## src/bclg_pkg.sv

```systemverilog
// Shared package of the breathing color LED generator: field widths, reset values,
// register indexes, sequencer and command types, and the elaboration-time sigmoid
// table builder. Depends on nothing.
package bclg_pkg;

  localparam int STEPS_DEFAULT         = 266;
  localparam int FRACTION_BITS_DEFAULT = 16;

  // Field widths
  localparam int LEVEL_W     = 16;
  localparam int CHAN_W      = 13;
  localparam int HUE_W       = 10;
  localparam int DUTY_W      = 13;
  localparam int BRIGHT_W    = 8;
  localparam int SCALE_W     = LEVEL_W + DUTY_W;
  localparam int CFG_INDEX_W = 2;
  localparam int CFG_DATA_W  = 13;
  localparam int IN_TDATA_W  = 8;
  localparam int OUT_TDATA_W = 72;

  // Register reset values
  localparam logic             OUTPUT_MODE_RESET  = 1'b0;
  localparam logic [DUTY_W-1:0]   PWM_DUTY_RESET  = 13'd819;
  localparam logic [BRIGHT_W-1:0] STRIP_BRIGHT_RESET = 8'd25;

  localparam logic MODE_PWM   = 1'b0;
  localparam logic MODE_STRIP = 1'b1;

  // Sigmoid table construction
  localparam int          STEEPNESS     = 8;
  localparam int          EXP_TERMS     = 24;
  localparam int          EXP_ONE_SHIFT = 30;
  localparam logic [63:0] EXP_ONE       = 64'd1 << EXP_ONE_SHIFT;

  typedef enum logic [CFG_INDEX_W-1:0] {
    CFG_OUTPUT_MODE          = 2'd0,
    CFG_PWM_MAX_DUTY         = 2'd1,
    CFG_STRIP_MAX_BRIGHTNESS = 2'd2
  } cfg_index_t;

  typedef enum logic [2:0] {
    ST_IDLE,
    ST_LOOKUP,
    ST_DIVIDE,
    ST_MUL_LEVEL,
    ST_MUL_RISE,
    ST_MUL_FALL,
    ST_FINISH
  } state_t;

  typedef enum logic [1:0] {
    MUL_SEL_LEVEL,
    MUL_SEL_RISE,
    MUL_SEL_FALL
  } mul_sel_t;

  typedef enum logic [1:0] {
    W_ZERO,
    W_RISE,
    W_FALL,
    W_FULL
  } weight_t;

  typedef struct packed {
    logic     step;
    logic     lookup;
    logic     div_step;
    logic     mul_en;
    mul_sel_t mul_sel;
    logic     load_out;
  } bclg_cmd_t;

  // Restoring division, used only while building constant tables.
  function automatic logic [63:0] div_u64(input logic [63:0] num, input logic [63:0] den);
    logic [63:0] quo;
    logic [64:0] rem;
    quo = '0;
    rem = '0;
    for (int i = 63; i >= 0; i--) begin
      rem = {rem[63:0], num[i]};
      if (rem >= {1'b0, den}) begin
        rem    = rem - {1'b0, den};
        quo[i] = 1'b1;
      end
    end
    return quo;
  endfunction

  // e^-(r/steps) in Q2.30, truncated Taylor series
  function automatic logic [63:0] exp_neg(input logic [63:0] r, input logic [63:0] steps);
    logic [63:0] term;
    logic [63:0] sum;
    term = EXP_ONE;
    sum  = EXP_ONE;
    for (int n = 1; n <= EXP_TERMS; n++) begin
      term = div_u64(term * r, 64'(n) * steps);
      if ((n & 1) != 0) begin
        sum = sum - term;
      end else begin
        sum = sum + term;
      end
    end
    return sum;
  endfunction

  // Sigmoid level for breath index k, unsigned Q0.16, rounded to nearest
  function automatic logic [LEVEL_W-1:0] level_entry(input logic [63:0] k,
                                                     input logic [63:0] steps,
                                                     input logic [63:0] e1);
    logic [63:0] up;
    logic [63:0] down;
    logic [63:0] mag;
    logic [63:0] whole;
    logic [63:0] e;
    logic [63:0] d;
    logic [63:0] s;
    logic        pos;
    up    = 64'(2 * STEEPNESS) * k;
    down  = 64'(STEEPNESS) * steps;
    pos   = (up >= down);
    mag   = pos ? (up - down) : (down - up);
    whole = div_u64(mag, steps);
    e     = exp_neg(mag - whole * steps, steps);
    if (whole > 64'(2 * STEEPNESS)) begin
      whole = 64'(2 * STEEPNESS);
    end
    for (int i = 0; i < 2 * STEEPNESS; i++) begin
      if (64'(i) < whole) begin
        e = (e * e1) >> EXP_ONE_SHIFT;
      end
    end
    d = EXP_ONE + e;
    if (pos) begin
      s = div_u64((64'd1 << (EXP_ONE_SHIFT + LEVEL_W)) + (d >> 1), d);
    end else begin
      s = div_u64((e << LEVEL_W) + (d >> 1), d);
    end
    return s[LEVEL_W-1:0];
  endfunction

endpackage

```

## src/bclg_level_rom.sv

```systemverilog
// Sigmoid brightness table of the breathing color LED generator, in banks of
// 256 constant words with registered read. Depends on bclg_pkg.
module bclg_level_rom
  import bclg_pkg::*;
#(
  parameter int STEPS = STEPS_DEFAULT
) (
  input  logic                       clk,
  input  logic [$clog2(STEPS+1)-1:0] addr,
  output logic [LEVEL_W-1:0]         level
);

  localparam int BANK_DEPTH = 256;
  localparam int BANK_AW    = 8;
  localparam int BANKS      = (STEPS + BANK_DEPTH) / BANK_DEPTH;
  localparam int BANK_W     = (BANKS > 1) ? $clog2(BANKS) : 1;
  localparam int EXT_W      = BANK_W + BANK_AW;
  localparam logic [63:0] E1 = exp_neg(64'(STEPS), 64'(STEPS));

  logic [EXT_W-1:0]   addr_ext;
  logic [LEVEL_W-1:0] rom_word [BANKS][BANK_DEPTH];
  logic [LEVEL_W-1:0] bank_q   [BANKS];
  logic [BANK_W-1:0]  bank_sel;

  assign addr_ext = EXT_W'(addr);

  for (genvar b = 0; b < BANKS; b++) begin : g_bank
    for (genvar i = 0; i < BANK_DEPTH; i++) begin : g_entry
      localparam int K = b * BANK_DEPTH + i;
      localparam logic [LEVEL_W-1:0] WORD =
        (K <= STEPS) ? level_entry(64'(K), 64'(STEPS), E1) : '0;
      assign rom_word[b][i] = WORD;
    end

    always_ff @(posedge clk) begin
      bank_q[b] <= rom_word[b][addr_ext[BANK_AW-1:0]];
    end
  end

  always_ff @(posedge clk) begin
    bank_sel <= addr_ext[EXT_W-1:BANK_AW];
  end

  assign level = bank_q[bank_sel];

endmodule

```

## src/bclg_datapath.sv

```systemverilog
// Datapath of the breathing color LED generator: configuration registers, animation
// state, sector split, reciprocal fraction multiplier, shared multiplier, output register.
// Depends on bclg_pkg and bclg_level_rom.
module bclg_datapath
  import bclg_pkg::*;
#(
  parameter int STEPS         = STEPS_DEFAULT,
  parameter int FRACTION_BITS = FRACTION_BITS_DEFAULT
) (
  input  logic                   clk,
  input  logic                   rst,
  input  logic                   tick,
  input  bclg_cmd_t              cmd,
  input  logic                   cfg_we,
  input  logic [CFG_INDEX_W-1:0] cfg_index,
  input  logic [CFG_DATA_W-1:0]  cfg_wdata,
  output logic [CHAN_W-1:0]      red_level,
  output logic [CHAN_W-1:0]      green_level,
  output logic [CHAN_W-1:0]      blue_level,
  output logic [HUE_W-1:0]       hue_position,
  output logic [LEVEL_W-1:0]     breath_level
);

  localparam int FB     = FRACTION_BITS;
  localparam int BI_W   = $clog2(STEPS + 1);
  localparam int SIX_W  = HUE_W + 3;
  localparam int REM_W  = $clog2(STEPS);
  localparam int A_W    = (FB + 1 > LEVEL_W) ? FB + 1 : LEVEL_W;
  localparam int B_W    = SCALE_W;
  localparam int PROD_W = A_W + B_W;
  localparam logic [FB:0] FULL_W = (FB + 1)'(1) << FB;

  // floor(rem*2^FB/STEPS) = (rem*RECIP) >> RECIP_SHIFT, exact for every rem < STEPS
  localparam int          RECIP_SHIFT = 2 * REM_W;
  localparam int          RECIP_W     = FB + REM_W + 1;
  localparam int          FPROD_W     = REM_W + RECIP_W;
  localparam logic [63:0] RECIP_WIDE  = (64'd1 << (FB + RECIP_SHIFT)) / 64'(STEPS) + 64'd1;
  localparam logic [RECIP_W-1:0] RECIP = RECIP_WIDE[RECIP_W-1:0];

  logic                output_mode;
  logic [DUTY_W-1:0]   pwm_max_duty;
  logic [BRIGHT_W-1:0] strip_max_brightness;

  logic [HUE_W-1:0]    hue_index;
  logic [BI_W-1:0]     breath_index;
  logic                breath_rising;

  logic [2:0]          sector;
  logic [REM_W-1:0]    div_rem;
  logic [FB-1:0]       frac;
  logic [LEVEL_W-1:0]  level_q;
  logic [B_W-1:0]      scale;
  logic [PROD_W-1:0]   rise_prod;
  logic [PROD_W-1:0]   fall_prod;

  logic [HUE_W:0]      hue_inc;
  logic [BI_W:0]       breath_inc;
  logic [SIX_W-1:0]    six;
  logic [2:0]          sec_c;
  logic [SIX_W-1:0]    rem_c;
  logic [FPROD_W-1:0]  frac_prod;
  logic [LEVEL_W-1:0]  rom_level;
  logic                strip;
  logic [FB:0]         fall_w;
  logic [FB+7:0]       rise255;
  logic [FB+8:0]       fall255;
  logic [BRIGHT_W-1:0] ch_rise;
  logic [BRIGHT_W-1:0] ch_fall;
  logic [BRIGHT_W-1:0] strip_b;
  logic [A_W-1:0]      mul_a;
  logic [B_W-1:0]      mul_b;
  logic [PROD_W-1:0]   product;
  logic [CHAN_W-1:0]   full_val;
  logic [CHAN_W-1:0]   rise_val;
  logic [CHAN_W-1:0]   fall_val;
  weight_t             w_red;
  weight_t             w_green;
  weight_t             w_blue;

  // floor(x/255) for x up to 255*255
  function automatic logic [BRIGHT_W-1:0] div255(input logic [15:0] x);
    logic [16:0] t;
    t = 17'(x) + 17'(x[15:8]) + 17'd1;
    return t[15:8];
  endfunction

  function automatic logic [CHAN_W-1:0] pick(input weight_t w, input logic [CHAN_W-1:0] rv,
                                            input logic [CHAN_W-1:0] fv,
                                            input logic [CHAN_W-1:0] uv);
    logic [CHAN_W-1:0] v;
    unique case (w)
      W_RISE:  v = rv;
      W_FALL:  v = fv;
      W_FULL:  v = uv;
      default: v = '0;
    endcase
    return v;
  endfunction

  bclg_level_rom #(
    .STEPS (STEPS)
  ) u_rom (
    .clk   (clk),
    .addr  (breath_index),
    .level (rom_level)
  );

  // Configuration registers
  always_ff @(posedge clk) begin
    if (rst) begin
      output_mode          <= OUTPUT_MODE_RESET;
      pwm_max_duty         <= PWM_DUTY_RESET;
      strip_max_brightness <= STRIP_BRIGHT_RESET;
    end else if (cfg_we) begin
      unique case (cfg_index)
        CFG_OUTPUT_MODE:          output_mode          <= cfg_wdata[0];
        CFG_PWM_MAX_DUTY:         pwm_max_duty         <= cfg_wdata[DUTY_W-1:0];
        CFG_STRIP_MAX_BRIGHTNESS: strip_max_brightness <= cfg_wdata[BRIGHT_W-1:0];
        default: ;
      endcase
    end
  end

  // Animation state
  assign hue_inc    = {1'b0, hue_index} + (HUE_W + 1)'(1);
  assign breath_inc = {1'b0, breath_index} + (BI_W + 1)'(1);

  always_ff @(posedge clk) begin
    if (rst) begin
      hue_index     <= '0;
      breath_index  <= '0;
      breath_rising <= 1'b1;
    end else if (cmd.step && tick) begin
      hue_index <= (hue_inc >= (HUE_W + 1)'(STEPS)) ? '0 : hue_inc[HUE_W-1:0];
      if (breath_rising) begin
        if (breath_inc >= (BI_W + 1)'(STEPS)) begin
          breath_index  <= BI_W'(STEPS);
          breath_rising <= 1'b0;
        end else begin
          breath_index <= breath_inc[BI_W-1:0];
        end
      end else if (breath_index <= BI_W'(1)) begin
        breath_index  <= '0;
        breath_rising <= 1'b1;
      end else begin
        breath_index <= breath_index - BI_W'(1);
      end
    end
  end

  // Sector and remainder of 6*hue by STEPS
  assign six = SIX_W'({hue_index, 2'b00}) + SIX_W'({hue_index, 1'b0});

  always_comb begin
    sec_c = 3'd0;
    rem_c = six;
    for (int k = 1; k < 6; k++) begin
      if (six >= SIX_W'(k * STEPS)) begin
        sec_c = 3'(k);
        rem_c = six - SIX_W'(k * STEPS);
      end
    end
  end

  // Fraction of the sector by reciprocal multiplication
  assign frac_prod = FPROD_W'(div_rem) * FPROD_W'(RECIP);

  always_ff @(posedge clk) begin
    if (cmd.lookup) begin
      sector  <= sec_c;
      div_rem <= REM_W'(rem_c);
    end else if (cmd.div_step) begin
      frac <= frac_prod[RECIP_SHIFT +: FB];
    end
  end

  // Channel weights
  assign strip   = (output_mode == MODE_STRIP);
  assign fall_w  = FULL_W - {1'b0, frac};
  assign rise255 = {frac, 8'b0} - (FB + 8)'(frac);
  assign fall255 = {fall_w, 8'b0} - (FB + 9)'(fall_w);
  assign ch_rise = rise255[FB+7:FB];
  assign ch_fall = fall255[FB+7:FB];
  assign strip_b = scale[LEVEL_W+BRIGHT_W-1:LEVEL_W];

  // Shared multiplier
  always_comb begin
    unique case (cmd.mul_sel)
      MUL_SEL_LEVEL: begin
        mul_a = A_W'(rom_level);
        mul_b = strip ? B_W'(strip_max_brightness) : B_W'(pwm_max_duty);
      end
      MUL_SEL_RISE: begin
        mul_a = strip ? A_W'(ch_rise) : A_W'(frac);
        mul_b = strip ? B_W'(strip_b) : scale;
      end
      MUL_SEL_FALL: begin
        mul_a = strip ? A_W'(ch_fall) : A_W'(fall_w);
        mul_b = strip ? B_W'(strip_b) : scale;
      end
      default: begin
        mul_a = '0;
        mul_b = '0;
      end
    endcase
  end

  assign product = PROD_W'(mul_a) * PROD_W'(mul_b);

  always_ff @(posedge clk) begin
    if (cmd.mul_en) begin
      unique case (cmd.mul_sel)
        MUL_SEL_LEVEL: begin
          scale   <= product[B_W-1:0];
          level_q <= rom_level;
        end
        MUL_SEL_RISE: rise_prod <= product;
        MUL_SEL_FALL: fall_prod <= product;
        default: ;
      endcase
    end
  end

  // Channel values, then per-sector routing
  assign full_val = scale[LEVEL_W+CHAN_W-1:LEVEL_W];
  assign rise_val = strip ? CHAN_W'(div255(rise_prod[15:0]))
                          : rise_prod[FB+LEVEL_W+CHAN_W-1:FB+LEVEL_W];
  assign fall_val = strip ? CHAN_W'(div255(fall_prod[15:0]))
                          : fall_prod[FB+LEVEL_W+CHAN_W-1:FB+LEVEL_W];

  always_comb begin
    unique case (sector)
      3'd0: begin w_red = W_FULL; w_green = W_RISE; w_blue = W_ZERO; end
      3'd1: begin w_red = W_FALL; w_green = W_FULL; w_blue = W_ZERO; end
      3'd2: begin w_red = W_ZERO; w_green = W_FULL; w_blue = W_RISE; end
      3'd3: begin w_red = W_ZERO; w_green = W_FALL; w_blue = W_FULL; end
      3'd4: begin w_red = W_RISE; w_green = W_ZERO; w_blue = W_FULL; end
      default: begin w_red = W_FULL; w_green = W_ZERO; w_blue = W_FALL; end
    endcase
  end

  always_ff @(posedge clk) begin
    if (cmd.load_out) begin
      red_level    <= pick(w_red, rise_val, fall_val, full_val);
      green_level  <= pick(w_green, rise_val, fall_val, full_val);
      blue_level   <= pick(w_blue, rise_val, fall_val, full_val);
      hue_position <= hue_index;
      breath_level <= level_q;
    end
  end

endmodule

```

## src/bclg_controller.sv

```systemverilog
// Sequencer of the breathing color LED generator: steps each request through lookup,
// divide and multiply phases and owns the result valid flag. Depends on bclg_pkg.
module bclg_controller
  import bclg_pkg::*;
(
  input  logic         clk,
  input  logic         rst,
  input  logic         s_tvalid,
  output logic         s_tready,
  output logic         m_tvalid,
  input  logic         m_tready,
  output bclg_cmd_t    cmd
);

  state_t state;
  state_t state_next;
  logic   result_valid;
  logic   slot_free;

  assign slot_free = !result_valid || m_tready;
  assign m_tvalid  = result_valid;

  always_ff @(posedge clk) begin
    if (rst) begin
      state <= ST_IDLE;
    end else begin
      state <= state_next;
    end
  end

  always_comb begin
    unique case (state)
      ST_IDLE:      state_next = s_tvalid ? ST_LOOKUP : ST_IDLE;
      ST_LOOKUP:    state_next = ST_DIVIDE;
      ST_DIVIDE:    state_next = ST_MUL_LEVEL;
      ST_MUL_LEVEL: state_next = ST_MUL_RISE;
      ST_MUL_RISE:  state_next = ST_MUL_FALL;
      ST_MUL_FALL:  state_next = ST_FINISH;
      ST_FINISH:    state_next = slot_free ? ST_IDLE : ST_FINISH;
      default:      state_next = ST_IDLE;
    endcase
  end

  always_comb begin
    cmd         = '0;
    cmd.mul_sel = MUL_SEL_LEVEL;
    s_tready    = 1'b0;
    unique case (state)
      ST_IDLE: begin
        s_tready = 1'b1;
        cmd.step = s_tvalid;
      end
      ST_LOOKUP:    cmd.lookup   = 1'b1;
      ST_DIVIDE:    cmd.div_step = 1'b1;
      ST_MUL_LEVEL: begin
        cmd.mul_en  = 1'b1;
        cmd.mul_sel = MUL_SEL_LEVEL;
      end
      ST_MUL_RISE: begin
        cmd.mul_en  = 1'b1;
        cmd.mul_sel = MUL_SEL_RISE;
      end
      ST_MUL_FALL: begin
        cmd.mul_en  = 1'b1;
        cmd.mul_sel = MUL_SEL_FALL;
      end
      ST_FINISH:    cmd.load_out = slot_free;
      default: ;
    endcase
  end

  // Hold the result until taken; a new load replaces a taken one in the same cycle
  always_ff @(posedge clk) begin
    if (rst) begin
      result_valid <= 1'b0;
    end else if (cmd.load_out) begin
      result_valid <= 1'b1;
    end else if (m_tready) begin
      result_valid <= 1'b0;
    end
  end

endmodule

```

## src/breathing_color_led_generator_unit.sv

```systemverilog
// Top level of the breathing color LED generator: sequencer plus datapath.
// Depends on bclg_pkg, bclg_controller and bclg_datapath.
//
// Usage:
//   Send one request per animation tick on the s_* stream; s_tdata[0] is the tick
//   flag. A set flag advances the hue index (wrapping after STEPS-1) and the breath
//   index (bouncing between 0 and STEPS); a clear flag holds the state. Every
//   request, ticked or not, yields exactly one result on the m_* stream with the
//   red, green and blue levels, the hue index and the sigmoid breath level.
//   Registers must be written through cfg_we / cfg_index / cfg_wdata while idle.
// Sequence:
//   A request is taken only while idle, so the next waits until the last is loaded;
//   each passes a table lookup, one reciprocal multiply for the hue fraction, three
//   passes through the one shared multiplier and the output load, which registers
//   m_tvalid. The block does not enforce that registers are written only while idle.
// Reset and stall:
//   rst (synchronous) clears the animation state and restores the register defaults;
//   no clearing pass is needed, the sigmoid table is constant. A result waits in the
//   output register while m_tready is low and one more request is taken meanwhile;
//   that request then holds in its last phase until the output register frees up.
module breathing_color_led_generator_unit
  import bclg_pkg::*;
#(
  parameter int STEPS         = STEPS_DEFAULT,
  parameter int FRACTION_BITS = FRACTION_BITS_DEFAULT
) (
  input  logic                   clk,
  input  logic                   rst,
  // request stream; s_tdata fields from bit 0: tick[0], zero padding [7:1]
  input  logic                   s_tvalid,
  output logic                   s_tready,
  input  logic [IN_TDATA_W-1:0]  s_tdata,
  // result stream; m_tdata fields from bit 0: red_level[12:0], green_level[25:13],
  // blue_level[38:26], hue_position[48:39], breath_level[64:49], zero padding [71:65]
  output logic                   m_tvalid,
  input  logic                   m_tready,
  output logic [OUT_TDATA_W-1:0] m_tdata,
  // register write port
  input  logic                   cfg_we,
  input  logic [CFG_INDEX_W-1:0] cfg_index,
  input  logic [CFG_DATA_W-1:0]  cfg_wdata
);

  localparam int PAD_W = OUT_TDATA_W - 3 * CHAN_W - HUE_W - LEVEL_W;

  bclg_cmd_t          cmd;
  logic [CHAN_W-1:0]  red_level;
  logic [CHAN_W-1:0]  green_level;
  logic [CHAN_W-1:0]  blue_level;
  logic [HUE_W-1:0]   hue_position;
  logic [LEVEL_W-1:0] breath_level;

  bclg_controller u_ctrl (
    .clk      (clk),
    .rst      (rst),
    .s_tvalid (s_tvalid),
    .s_tready (s_tready),
    .m_tvalid (m_tvalid),
    .m_tready (m_tready),
    .cmd      (cmd)
  );

  bclg_datapath #(
    .STEPS         (STEPS),
    .FRACTION_BITS (FRACTION_BITS)
  ) u_dp (
    .clk          (clk),
    .rst          (rst),
    .tick         (s_tdata[0]),
    .cmd          (cmd),
    .cfg_we       (cfg_we),
    .cfg_index    (cfg_index),
    .cfg_wdata    (cfg_wdata),
    .red_level    (red_level),
    .green_level  (green_level),
    .blue_level   (blue_level),
    .hue_position (hue_position),
    .breath_level (breath_level)
  );

  // Pack result fields, lowest field first
  assign m_tdata = {{PAD_W{1'b0}}, breath_level, hue_position, blue_level, green_level,
                    red_level};

endmodule

```

## config.mk

```make
export PLATFORM = sky130hd
export DESIGN_NAME = breathing_color_led_generator_unit
export DESIGN_NICKNAME = d
export VERILOG_FILES = /design/src/bclg_pkg.sv /design/src/bclg_level_rom.sv /design/src/bclg_datapath.sv /design/src/bclg_controller.sv /design/src/breathing_color_led_generator_unit.sv
export SDC_FILE = /design/constraint.sdc
export NUM_CORES = 2
export LEC_CHECK = 0
export BUFFER_PORTS_ARGS = -buffer_cell sky130_fd_sc_hd__clkbuf_2
export CORE_MARGIN = 4
export CORE_UTILIZATION = 45
export CTS_CLUSTER_SIZE = 40
export DETAILED_ROUTE_END_ITERATION = 8
export PLACE_DENSITY = 0.69
export SYNTH_ARGS = -nofsm -noshare
export SYNTH_HDL_FRONTEND = slang
export SYNTH_HIERARCHICAL = 1
export SYNTH_SLANG_ARGS = --single-unit
export TNS_END_PERCENT = 30
```

## constraint.sdc

```tcl
create_clock -name clk -period 12 [get_ports clk]
set_input_delay 1.8 -clock clk [delete_from_list [all_inputs] [get_ports clk]]
set_output_delay 1.8 -clock clk [all_outputs]
set_load 0.03 [all_outputs]
```

==> flow_metrics.py <==
metrics = {
    "placement": {
        "placed_area_sq_um": 37700,
        "dp_hpwl_mm": 91.8,
        "io_buffer_count": 87,
        "gp_congestion": 1.02,
        "pre_cts_ws_ps": 1160,
    },
    "routing": {
        "drtIter0Drc": 3046,
        "ant_nets": 0,
        "wl_per_cell_um": 22.5,
        "wirelength_mm": 119,
        "num_vias": 31500,
        "drc": 0,
        "vias_per_cell": 5.96,
        "first_pass_iters": 6,
    },
    "clock_tree": {
        "cts_buffers": 29,
        "cts_root_buf": "clkbuf_16",
        "clock_sinks": 265,
        "cts_buffer_depth": 3,
        "cts_tree": "done",
        "ctsHoldBuffers": 0,
        "clock_latency_ps": 600,
        "cts_resized": 0,
        "path_clk_slew_ps": 70,
        "htree_levels": 1,
        "post_cts_buffers": 0,
    },
    "critical_path": {
        "slowest_delay_ps": 650,
        "crit_type": "reg -> reg",
        "cp.arrival_ps": 11290,
        "rr_startpoint": "u_dp/frac[0]",
        "critPathMaxFanout": 9,
        "end_kind": "register",
        "crit_path_start_kind": "register",
        "crit_slowest_cell": "nor3_1",
        "reg2reg_setup_slack_ps": 1000,
        "rr_endpoint": "u_dp/rise_prod[35]",
        "crit_top_cell": "inv_1",
        "rr_worst_depth": 35,
        "required_ps": 12290,
    },
    "final_layout": {
        "area_growth_pct": 5.86,
        "nets": 4927,
        "fin_area_sq_um": 38700,
        "postLayoutCoreUtil": 0.480,
        "drive_above_1_share": 0.0659,
    },
    "sta": {
        "hold_viol_final": 0,
        "fmax_mhz": 90.9,
        "tightest_slew_ps": 1230,
        "min_period_over_period": 0.917,
        "setup_tns_ps": 0,
        "maxSlewViolCount": 0,
        "grt_setup_unrepaired": "no",
        "setup_viol": 0,
        "relSlewSlack": 0.174,
        "fin_skew_ps": 19.6,
        "setup_ws_ps": 999,
        "min_period_ps": 11000,
    },
    "global_routing": {
        "grt_pass1_vias": 31900,
        "antenna_found_initial": 3,
        "overflow": 0,
        "grt_max_degree": 76,
        "grt.total_usage": 0.271,
        "grt_pass1_wl_mm": 184,
    },
    "power_and_ir_drop": {
        "powerDensity_nw_per_um2": 92.4,
        "power.leakage_nw": 17.1,
        "ir_worst_vdd_v": 0.000106,
    },
    "die": {
        "die_w_um": 293,
        "ios": 102,
        "start_util": 0.454,
        "placementRows": 104,
        "core_area_sq_um": 80500,
        "die_h_um": 293,
        "die_area_sq_um": 85800,
    },
    "synth": {
        "yosys_warnings": 6,
        "avgSynthCellArea_sq_um": 8.56,
        "ys_seq_area_frac": 0.199,
        "async_flop_share": 0,
        "ys.flop_type": "edfxtp_1",
        "ys_ff_latch": 265,
        "synth_top_area_frac": 0.243,
        "postSynthCellCount": 4271,
        "yosys.cell_types.count": 98,
        "synth_edf_count": 195,
        "synth_area_leader_cell": "fa_1",
        "netlist_area_sq_um": 36500,
        "ys_top_cells_by_area": "fa_1 (24%), edfxtp_1 (16%), ha_1 (8.9%), inv_1 (7.2%), nor2_1 (4.4%)",
    },
    "outcome": {
        "status": "finished clean",
    },
    "hold_path": {
        "hold_class": "reg -> reg",
        "worstHoldStart": "u_dp/level_q[15]",
        "whs_endpoint": "u_dp/breath_level[15]",
        "whs_path_depth": 0,
    },
    "job": {
        "cap_violations": 0,
    },
}
-- cell families after synthesis --
logic type	share of synthesized area
DFF	0.199
muxes	0.0135
AOI/OAI and AO/OA	0.159
adders and majority gates	0.333
other	0.000103
and+or+nand+nor	0.167
xor gates and xnor gates	0.0261
buffers and inverters	0.102
-- sequential cells by signal, indices dropped and copies added, names as in the netlist, 13 cells and up, named ones only --
signal,cells
u_dp/blue_level,13
u_dp/level_q,16
u_dp/scale,29
u_dp/breath_level,16
u_dp/rise_prod,29
u_dp/green_level,13
u_dp/fall_prod,29
u_dp/red_level,13
u_dp/u_rom/bank_q,23
u_dp/frac,16
u_dp/pwm_max_duty,13
-- cell usage in the layout (no fill, tap or decap), types with 13 or more instances in the layout --
master and count:
a211o_1 26, a211oi_1 39, a21o_1 46, a21oi_1 203, a222oi_1 14, a22oi_1 42, a311oi_1 17, a31oi_1 32
and2_1 51, and3_1 40, buf_4 49, clkbuf_16 29, clkbuf_2 87, dfxtp_1 65, edfxtp_1 195, fa_1 444
ha_1 261, inv_1 700, mux2_2 23, mux2i_1 21, nand2_1 420, nand2b_1 57, nand3_1 65, nand4_1 17
nor2_1 430, nor2b_1 59, nor3_1 57, nor4_1 13, o211ai_1 29, o21a_1 29, o21ai_0 151, o21ai_1 21
o221ai_1 17, o22ai_1 25, o31ai_1 14, or2_2 25, or3_1 26, xnor2_1 77, xor2_1 30
-- power by group --
group	internal (mW)	switching (mW)
combinational	0.544	0.935
clock	0.520	0.398
sequential	1.13	0.0435
total	2.20	1.38
-- through the flow --
| stage | instances | hold WS (ps) | power (mW) |
|---|---|---|---|
| 6_report | 5277 | 417 | 3.57 |
| 5_1_grt | 5276 | 426 | 3.81 |
| 4_1_cts | 5276 | 419 | 3.57 |
| 3_5_place_dp | 5223 | 405 | 2.64 |
| 3_3_place_gp | 5223 | 404 | 2.62 |
| 2_1_floorplan | 4277 | 400 | 2.24 |
-- routing by layer --
| layer | GRT usage | routed length, um | part of all wire | up-vias |
|---|---|---|---|---|
| li1 | - | - | - | 14000 |
| met1 | 0.357 | 47000 | 0.40 | 15300 |
| met2 | 0.426 | 53000 | 0.45 | 1686 |
| met3 | 0.0447 | 10500 | 0.088 | 448 |
| met4 | 0.156 | 8200 | 0.069 | 0 |
| met5 | 0 | 0 | 0 | - |
-- cells in the mapped netlist (all sizes together) (19+ instances only) --
library cell and instances:
a211o 26, a211oi 39, a21o 46, a21oi 207, a22oi 44, a311oi 20, a31oi 32, and2 54
and3 40, buf 84, clkbuf 166, dfxtp 70, edfxtp 195, fa 444, ha 261, inv 705
mux2 23, mux2i 21, nand2 420, nand2b 57, nand3 65, nor2 432, nor2b 59, nor3 62
o211ai 29, o21a 29, o21ai 177, o22ai 25, o311ai 19, or2 34, or3 26, xnor2 78
xor2 30
-- critical path, delay by kind of cell (launching register included) --
| family | cells | cell delay (ps) |
|---|---|---|
| XOR/XNOR | 1 | 210 |
| buffers and inverters | 8 | 610 |
| AND/OR/NAND/NOR | 7 | 2110 |
| AO/OA/AOI/OAI | 10 | 3090 |
| flip-flops | 1 | 490 |
| adder cells (fa/ha/maj) | 9 | 4150 |
-- worst max path at each step --
stage	from	endpoint	slack, ps	depth (start not counted)
after floorplan	u_dp/frac[0]	u_dp/fall_prod[44]	2750	38
after global placement	u_dp/frac[0]	u_dp/fall_prod[35]	1410	35
final	u_dp/frac[0]	u_dp/rise_prod[35]	1000	35
after detailed placement	u_dp/frac[0]	u_dp/rise_prod[35]	1160	35
after CTS	u_dp/frac[0]	u_dp/rise_prod[35]	1130	35
after global routing	u_dp/frac[0]	u_dp/rise_prod[35]	640	33
-- cell type report --
class / instances / area, sq um
fillers: 7722 / 41900
multi-input cells: 3054 / 25700
flip-flops and latches: 265 / 7270
inverters: 708 / 2660
well taps: 1060 / 1330
repair buffers: 136 / 803
clock buffers: 35 / 758
clock inverters: 18 / 201
diodes: 1 / 2.50
No activity file was read; power rests on OpenSTA's default activity.
